`config.mk`:
```
export PLATFORM = sky130hd
export DESIGN_NAME = paced_reveal_channel_table
export DESIGN_NICKNAME = d
export VERILOG_FILES = /design/src/hdl/prct_pkg.sv /design/src/hdl/paced_reveal_channel_table.sv /design/src/hdl/prct_ram.sv
export SDC_FILE = /design/constraint.sdc
export NUM_CORES = 1
export LEC_CHECK = 0
export BUFFER_PORTS_ARGS = -buffer_cell sky130_fd_sc_hd__buf_2
export CORE_MARGIN = 1.5
export CORE_UTILIZATION = 45
export DETAILED_ROUTE_END_ITERATION = 7
export PLACE_DENSITY = 0.66
export SLEW_MARGIN = 15
export SYNTH_ARGS = -nofsm -noshare
export SYNTH_HDL_FRONTEND = slang
export SYNTH_HIERARCHICAL = 1
export SYNTH_SLANG_ARGS = --single-unit
export TNS_END_PERCENT = 1
```
`constraint.sdc`:
```
create_clock -name clk -period 9.24 [get_ports clk]
set_clock_uncertainty 0.2 [all_clocks]
set_input_delay 0.924 -clock clk [delete_from_list [all_inputs] [get_ports clk]]
set_output_delay 0.924 -clock clk [all_outputs]
set_load 0.01 [all_outputs]
```
`src/hdl/prct_pkg.sv`:
```
`timescale 1ns / 1ps
// ----------------------------------------------------------------------------
// prct_pkg
// Shared types and constants for the paced reveal channel table.
// ----------------------------------------------------------------------------
package prct_pkg;

  localparam int SLOTS = 8;
  localparam int IDX_W = (SLOTS > 1) ? $clog2(SLOTS) : 1;

  typedef enum logic [2:0] {
    ST_NOTEXT  = 3'd0,
    ST_DONE    = 3'd1,
    ST_ERROR   = 3'd2,
    ST_CREATED = 3'd3,
    ST_WAITING = 3'd4,
    ST_ADVANCE = 3'd5,
    ST_UPDATED = 3'd6
  } status_t;

  localparam logic KIND_STEP  = 1'b0;
  localparam logic KIND_SPEED = 1'b1;

  typedef struct packed {
    logic        kind;
    logic [15:0] string_key;
    logic [15:0] interval_ms;
    logic [15:0] text_length;
    logic [15:0] shown_count;
    logic [31:0] now_ms;
  } req_t;

  typedef struct packed {
    status_t     status;
    logic        index_valid;
    logic [15:0] revealed_index;
    logic        shown_write;
    logic [15:0] new_shown;
  } rsp_t;

  // One channel entry as held in the slot memory.
  typedef struct packed {
    logic [15:0] key;
    logic [15:0] ticker;
    logic [15:0] interval;
    logic [31:0] last_time;
  } slot_t;

  localparam int SLOT_W = $bits(slot_t);

endpackage

```
`src/hdl/paced_reveal_channel_table.sv`:
```
`timescale 1ns / 1ps
// ----------------------------------------------------------------------------
// paced_reveal_channel_table
// Table of paced reveal channels keyed by text handle, held in slot memory.
// ----------------------------------------------------------------------------
// Usage: a request beat on in_data (step or set-speed) is taken when in_valid
// and in_ready are high; exactly one response beat follows on out_data.
// Requests are handled one at a time. After acceptance the block scans the
// slot memory one entry per cycle through its registered read port, then
// decides and writes back the entry in S_EXEC. A scan ends at the first slot
// that matches, or after the last slot on a miss. Requests rejected by the
// early checks (zero handle, text fully shown, zero interval) skip the scan
// and go straight to S_EXEC. A new request is taken only once the previous
// one has been answered, since in_ready is high only in S_IDLE.
// The response sits in an output register, so in_ready returns while a beat
// still waits; if out_ready stays low, the next request stops before its
// write-back until the waiting beat is taken.
// Reset (rst_n low, synchronous) frees all slots through per-slot used flags;
// the memory itself needs no clearing pass.
// ----------------------------------------------------------------------------
module paced_reveal_channel_table
  import prct_pkg::*;
(
  input  logic clk,
  input  logic rst_n,
  input  logic in_valid,
  output logic in_ready,
  input  req_t in_data,
  output logic out_valid,
  input  logic out_ready,
  output rsp_t out_data
);

  typedef enum logic [1:0] {
    S_IDLE,
    S_SCAN,
    S_EXEC
  } state_t;

  localparam logic [IDX_W-1:0] LAST_IDX = IDX_W'(SLOTS - 1);

  state_t             state_r;
  req_t               req_r;
  logic [SLOTS-1:0]   used_r, used_nxt;
  logic [IDX_W-1:0]   scan_r;
  logic               chk_r;
  logic [IDX_W-1:0]   chk_idx_r;
  logic               hit_r;
  logic [IDX_W-1:0]   hit_idx_r;
  slot_t              hit_data_r;
  logic               out_valid_r;
  rsp_t               out_data_r;

  slot_t              rd_data;
  logic               ram_we;
  logic [IDX_W-1:0]   ram_waddr;
  slot_t              ram_wdata;

  logic               in_fire;
  logic               exec_fire;
  logic               early;
  logic               free_any;
  logic [IDX_W-1:0]   free_idx;
  logic [31:0]        elapsed;
  logic [15:0]        tick_inc;
  logic               key_match;
  rsp_t               rsp_nxt;

  prct_ram #(
    .WIDTH(SLOT_W),
    .DEPTH(SLOTS)
  ) u_slot_ram (
    .clk  (clk),
    .we   (ram_we),
    .waddr(ram_waddr),
    .wdata(ram_wdata),
    .re   (state_r == S_SCAN),
    .raddr(scan_r),
    .rdata(rd_data)
  );

  assign in_ready  = (state_r == S_IDLE);
  assign in_fire   = in_valid && in_ready;
  assign exec_fire = (state_r == S_EXEC) && (!out_valid_r || out_ready);
  assign out_valid = out_valid_r;
  assign out_data  = out_data_r;

  assign early = (in_data.string_key == 16'd0) ||
                 (in_data.text_length == in_data.shown_count) ||
                 (in_data.interval_ms == 16'd0);

  assign key_match = chk_r && used_r[chk_idx_r] && (rd_data.key == req_r.string_key);

  // First free slot, lowest index wins.
  always_comb begin
    free_any = 1'b0;
    free_idx = '0;
    for (int i = SLOTS - 1; i >= 0; i--) begin
      if (!used_r[i]) begin
        free_any = 1'b1;
        free_idx = IDX_W'(i);
      end
    end
  end

  assign elapsed  = req_r.now_ms - hit_data_r.last_time;
  assign tick_inc = hit_data_r.ticker + 16'd1;

  // Decision and write-back for the request in hand.
  always_comb begin
    rsp_nxt   = '0;
    used_nxt  = used_r;
    ram_we    = 1'b0;
    ram_waddr = hit_idx_r;
    ram_wdata = hit_data_r;
    priority if (req_r.string_key == 16'd0) begin
      rsp_nxt.status = ST_NOTEXT;
    end else if (req_r.text_length == req_r.shown_count) begin
      rsp_nxt.status = ST_DONE;
    end else if (req_r.interval_ms == 16'd0) begin
      rsp_nxt.status = ST_ERROR;
    end else if (req_r.kind == KIND_SPEED) begin
      if (hit_r) begin
        ram_we             = exec_fire;
        ram_wdata.interval = req_r.interval_ms;
        rsp_nxt.status     = ST_UPDATED;
      end else begin
        rsp_nxt.status = ST_ERROR;
      end
    end else if (!hit_r) begin
      if (free_any) begin
        ram_we              = exec_fire;
        ram_waddr           = free_idx;
        ram_wdata.key       = req_r.string_key;
        ram_wdata.ticker    = 16'd0;
        ram_wdata.interval  = req_r.interval_ms;
        ram_wdata.last_time = req_r.now_ms;
        used_nxt[free_idx]  = 1'b1;
        rsp_nxt.status      = ST_CREATED;
        rsp_nxt.shown_write = 1'b1;
        rsp_nxt.new_shown   = 16'd1;
      end else begin
        rsp_nxt.status = ST_ERROR;
      end
    end else if (elapsed <= {16'd0, hit_data_r.interval}) begin
      rsp_nxt.status = ST_WAITING;
    end else begin
      ram_we                 = exec_fire;
      ram_wdata.ticker       = tick_inc;
      ram_wdata.last_time    = req_r.now_ms;
      rsp_nxt.index_valid    = 1'b1;
      rsp_nxt.revealed_index = hit_data_r.ticker;
      rsp_nxt.shown_write    = 1'b1;
      rsp_nxt.new_shown      = tick_inc;
      if (tick_inc == req_r.text_length) begin
        // The text is fully revealed, so the channel is released.
        used_nxt[hit_idx_r] = 1'b0;
        rsp_nxt.status      = ST_DONE;
      end else begin
        rsp_nxt.status = ST_ADVANCE;
      end
    end
  end

  always_ff @(posedge clk) begin
    if (!rst_n) begin
      state_r     <= S_IDLE;
      used_r      <= '0;
      out_valid_r <= 1'b0;
      chk_r       <= 1'b0;
      hit_r       <= 1'b0;
      scan_r      <= '0;
    end else begin
      if (out_valid_r && out_ready && !exec_fire) begin
        out_valid_r <= 1'b0;
      end
      unique case (state_r)
        S_IDLE: begin
          if (in_fire) begin
            req_r  <= in_data;
            hit_r  <= 1'b0;
            chk_r  <= 1'b0;
            scan_r <= '0;
            state_r <= early ? S_EXEC : S_SCAN;
          end
        end
        S_SCAN: begin
          chk_r     <= 1'b1;
          chk_idx_r <= scan_r;
          if (scan_r != LAST_IDX) begin
            scan_r <= scan_r + IDX_W'(1);
          end
          if (key_match) begin
            hit_r      <= 1'b1;
            hit_idx_r  <= chk_idx_r;
            hit_data_r <= rd_data;
            chk_r      <= 1'b0;
            state_r    <= S_EXEC;
          end else if (chk_r && (chk_idx_r == LAST_IDX)) begin
            chk_r   <= 1'b0;
            state_r <= S_EXEC;
          end
        end
        S_EXEC: begin
          if (exec_fire) begin
            used_r      <= used_nxt;
            out_valid_r <= 1'b1;
            out_data_r  <= rsp_nxt;
            state_r     <= S_IDLE;
          end
        end
        default: begin
          state_r <= S_IDLE;
        end
      endcase
    end
  end

  // A hit always refers to a slot that is still in use.
  a_hit_used: assert property (@(posedge clk) disable iff (!rst_n)
    (state_r == S_EXEC && hit_r) |-> used_r[hit_idx_r])
    else $error("hit slot is not marked used");

  // A new channel leaves its slot marked used.
  a_create_used: assert property (@(posedge clk) disable iff (!rst_n)
    (exec_fire && rsp_nxt.status == ST_CREATED) |=> used_r[$past(free_idx)])
    else $error("created channel slot not marked used");

  // Only a reveal reports an index.
  a_index_status: assert property (@(posedge clk) disable iff (!rst_n)
    (out_valid_r && out_data_r.index_valid) |->
      (out_data_r.status == ST_ADVANCE || out_data_r.status == ST_DONE))
    else $error("index reported without a reveal");

  // The memory is written only while a response is produced.
  a_write_exec: assert property (@(posedge clk) disable iff (!rst_n)
    ram_we |=> out_valid_r)
    else $error("slot write without a response beat");

endmodule

```
`src/hdl/prct_ram.sv`:
```
`timescale 1ns / 1ps
// ----------------------------------------------------------------------------
// prct_ram
// Generic simple dual-port RAM: one write port, one registered read port.
// ----------------------------------------------------------------------------
module prct_ram #(
  parameter int WIDTH = 8,
  parameter int DEPTH = 8,
  localparam int AW = (DEPTH > 1) ? $clog2(DEPTH) : 1
) (
  input  logic             clk,
  input  logic             we,
  input  logic [AW-1:0]    waddr,
  input  logic [WIDTH-1:0] wdata,
  input  logic             re,
  input  logic [AW-1:0]    raddr,
  output logic [WIDTH-1:0] rdata
);

  logic [WIDTH-1:0] mem [DEPTH];

  always_ff @(posedge clk) begin
    if (we) begin
      mem[waddr] <= wdata;
    end
    if (re) begin
      rdata <= mem[raddr];
    end
  end

endmodule
```
==> flow_summary.yaml <==
layout:
  finalCoreUtilization_pct: 51.7
  area.sequential_um2: 28600
  multi_input_comb_area_um2: 9770
  finalNetCount: 2412
  layoutNonFillerInstCount: 3482
  layout-area-overhead-vs-synth_pct: 13.4
  fillCellCount: 6726
  post-route-cell-area_um2: 44200
  fraction_of_final_layout_cells_with_drive_strength_greater_than_1_pct: 26.9
logic_synthesis:
  dominant_combinational_cell_family_by_area_after_synthesis: "multiplexers"
  post_synthesis_cell_type_with_the_largest_combined_area: "sky130_fd_sc_hd__edfxtp_1"
  compound_gate_portion_of_the_synthesized_area_pct: 3.10
  synth_edf_count: 940
  syn_area_per_cell_um2: 18.8
  yosys_register_bits: 956
  synthTopCellsByArea: "sky130_fd_sc_hd__edfxtp_1 72%, sky130_fd_sc_hd__mux4_2 9.4%, sky130_fd_sc_hd__mux2_2 2.9%, sky130_fd_sc_hd__ha_1 1.6%, sky130_fd_sc_hd__xor2_1 1.6%"
  postSynthCellCount: 2075
  proportion_of_synthesized_chip_area_in_sequential_cells_pct: 73.2
  post_synth_xor_area_fraction_pct: 2.31
  synth.net_count: 2227
  yosysWarningCount: 6
  synth_top_cell_area_share_pct: 72.4
  fraction_of_the_mapped_netlist_area_in_simple_logic_gates_pct: 4.28
  synthMuxAreaShare_pct: 13.5
  synthArstFlopShare_pct: 0
  ys.flop_type: "sky130_fd_sc_hd__edfxtp_1"
  yosys.cell_types.count: 73
  synth_fa_ha_area_share_pct: 1.66
  synthesis.area_um2: 39000
critical_path:
  crit_buf_inv: 1
  timing.setup.critical_path_class: "flip-flop to flip-flop"
  critPathRequiredTime_ps: 9320
  critical_path.max_stage_delay_ps: 770
  crit_path_end_kind: "flip-flop"
  path_cells: "ha_1 -> a21o_1 -> a21oi_1 -> a211oi_1 -> nor2_1 -> nor2_1 -> nor2b_1 -> xnor2_1 -> ha_1 -> nand4_1 -> nor4_1 -> a211oi_1 -> a21oi_1 -> nor4_1 -> and4b_1 -> and4b_4 -> a21oi_4 -> o21a_1 -> nand2b_1 -> nor2_4 -> buf_4"
  launching_element_type_of_the_critical_path: "flip-flop"
  crit_arrival_ps: 6470
  critical_path.max_fanout: 32
  timing.critical_path.slowest_stage_cell: "sky130_fd_sc_hd__nor2_4"
  largest_delay_share_family_worst_path: "simple AND/OR/NAND/NOR gates"
sta:
  total_setup_violations_reported_at_the_end_of_the_flow: 0
  rsz0062_at_grt: "no"
  max_freq_mhz: 157
  slew_violations: 0
  worst_slack_ps: 2860
  final.hold.worst_slack_ps: 216
  setup_tns_ps: 0
  worst_pin_slew_ps: 1030
  shortest_clock_period_the_worst_path_allows_after_layout_ps: 6380
  timing.final.hold_violations: 0
  worst_slew_margin_rel_pct: 31.2
  fin_crit_sh_pct: 69.1
clock_network:
  cts_setup_buffers: 0
  cts-root-to-sink-buffers: 3
  inserted_clock_buffers: 92
  clock-sinks: 956
  clk_root_buffer_cell: "sky130_fd_sc_hd__clkbuf_16"
  cts_tree: "yes"
  hold_buffers: 0
  insertion_delay_ps: 650
  h-tree-depth: 3
  post_cts.resized_instances: 0
  clock_pin_slew_worst_setup_and_hold_paths_ps: 70
floorplanning:
  die_area_um2: 88400
  placement_rows: 107
  start_util_pct: 45.6
  die_h_um: 297
  io_pins: 140
  floorplan.core_area_um2: 85500
  die_x_um: 297
detailed_routing:
  detail_route.drc_violations: 0
  via_count: 19828
  route.final.wire_length_mm: 88.5
  vias_per_cell: 5.69
  wl_per_cell_um: 25.4
  detail_route.iter0.violations: 1874
  drt_pass_1_iters: 5
  antenna_violating_nets_post_route: 0
power:
  leakage_nw: 14.5
  power_density_nw_per_um2: 208
  vdd_drop_max_uv: 138
  finalPower_mw: 9.20
outcome:
  status: "finished clean"
global_route:
  gr-usage-met2_pct: 32.5
  grt_remaining_overflow: 0
  grt_util_met1_pct: 27.3
  grtUsageTotal_pct: 20.0
  groute.layer.met3.usage_pct: 4.09
  gr-max-usage-layer: "met2"
  grt_pass1_vias: 20300
  grt_start_max_net_pins: 108
  global_route_wire_length_before_repair_mm: 131
  number_of_antenna_violations_at_the_first_check_in_global_routing: 2
placed_design:
  gp_routability_congestion: 0.922
  dpl-instance-area_um2: 41000
  portBuffers: 139
  place.detailed.instances: 3310
  place_hpwl_mm: 55.2
  pre_cts_setup_slack_ps: 2870
min_path:
  hp_class: "flip-flop to flip-flop"
run:
  cap_violations: 0
-- logic make-up (layout without fill, tap and decap cells) --
logic type,after synthesis,after routing
compound gates,189,189
mux,296,296
buf+inv,149,411
flops,956,956
other cells,0,1
simple gates,331,331
fa+ha+maj,51,51
xor+xnor,103,103
-- registers in the layout, indices dropped and copies added, names as in the netlist --
name / cells
out_data: 37
chk_idx_r: 3
out_valid: 1
used_r: 8
u_slot_ram/mem: 640
state_r: 2
hit_idx_r: 3
scan_r: 3
hit_r: 1
req_r: 97
chk_r: 1
hit_data_r: 80
u_slot_ram/rdata: 80
-- cell usage after synthesis, types with 20 or more instances --
master	n
sky130_fd_sc_hd__edfxtp_1	940
sky130_fd_sc_hd__mux4_2	162
sky130_fd_sc_hd__mux2_2	100
sky130_fd_sc_hd__nand2_1	89
sky130_fd_sc_hd__nor2_1	80
sky130_fd_sc_hd__inv_1	73
sky130_fd_sc_hd__xor2_1	69
sky130_fd_sc_hd__a21oi_1	51
sky130_fd_sc_hd__ha_1	50
sky130_fd_sc_hd__o21ai_0	47
sky130_fd_sc_hd__xnor2_1	34
sky130_fd_sc_hd__nor4_1	33
sky130_fd_sc_hd__mux2_4	30
sky130_fd_sc_hd__nand4_1	27
sky130_fd_sc_hd__buf_2	26
sky130_fd_sc_hd__clkbuf_1	23
sky130_fd_sc_hd__nand3_1	22
sky130_fd_sc_hd__buf_6	20
-- area by class of cell --
cell class | count | area share (%)
sequential | 956 | 64.6
multi-input combinational | 970 | 22.1
clock buffer | 109 | 5.40
tap | 1144 | 3.24
timing repair buffer | 167 | 2.16
clock inverter | 62 | 1.84
inverter | 73 | 0.620
antenna | 1 | 0.00566
-- report_power, final --
| group | internal, mW | switching [mW] | leakage (nW) | total [mW] |
|---|---|---|---|---|
| Combinational | 0.157 | 0.227 | 4.25 | 0.384 |
| Clock | 2.34 | 1.61 | 1.53 | 3.95 |
| Sequential | 4.83 | 0.0403 | 8.67 | 4.87 |
| Total | 7.32 | 1.88 | 14.5 | 9.20 |
-- worst paths after layout --
| path | startpoint | endpoint | slack [ps] | cells after the start |
|---|---|---|---|---|
| min reg2reg | u_slot_ram/rdata[38] | hit_data_r[38] | 220 | 0 |
| min | u_slot_ram/rdata[38] | hit_data_r[38] | 220 | 0 |
| max | req_r[3] | u_slot_ram/mem[2][7] | 2860 | 21 |
| max reg2reg | req_r[3] | u_slot_ram/mem[2][7] | 2860 | 21 |
-- routing by layer --
layer	vias to the layer above	part of all wire [%]
li1	8677	-
met1	10357	42
met2	671	49
met3	123	6.6
met4	0	2.5
met5	-	0
-- cells in the final DEF (no fill, tap or decap), drive strengths merged, types with 5 or more instances in the layout --
| cell | instances |
|---|---|
| bufinv | 17 |
| a31oi | 6 |
| a21o | 9 |
| dfxtp | 16 |
| nor2 | 80 |
| clkbuf | 109 |
| or2 | 6 |
| o21ai | 49 |
| inv | 76 |
| xor2 | 69 |
| o211ai | 5 |
| and2 | 8 |
| clkinvlp | 6 |
| nand2 | 89 |
| buf | 167 |
| xnor2 | 34 |
| a21boi | 5 |
| nor3 | 13 |
| ha | 50 |
| clkinv | 36 |
| mux2 | 130 |
| nor2b | 8 |
| nand2b | 9 |
| and3 | 15 |
| o22ai | 18 |
| edfxtp | 940 |
| nand4 | 27 |
| nor4 | 35 |
| mux4 | 162 |
| nand3 | 22 |
| a21oi | 53 |
| o21a | 9 |
(Power assumes the default switching activity.)
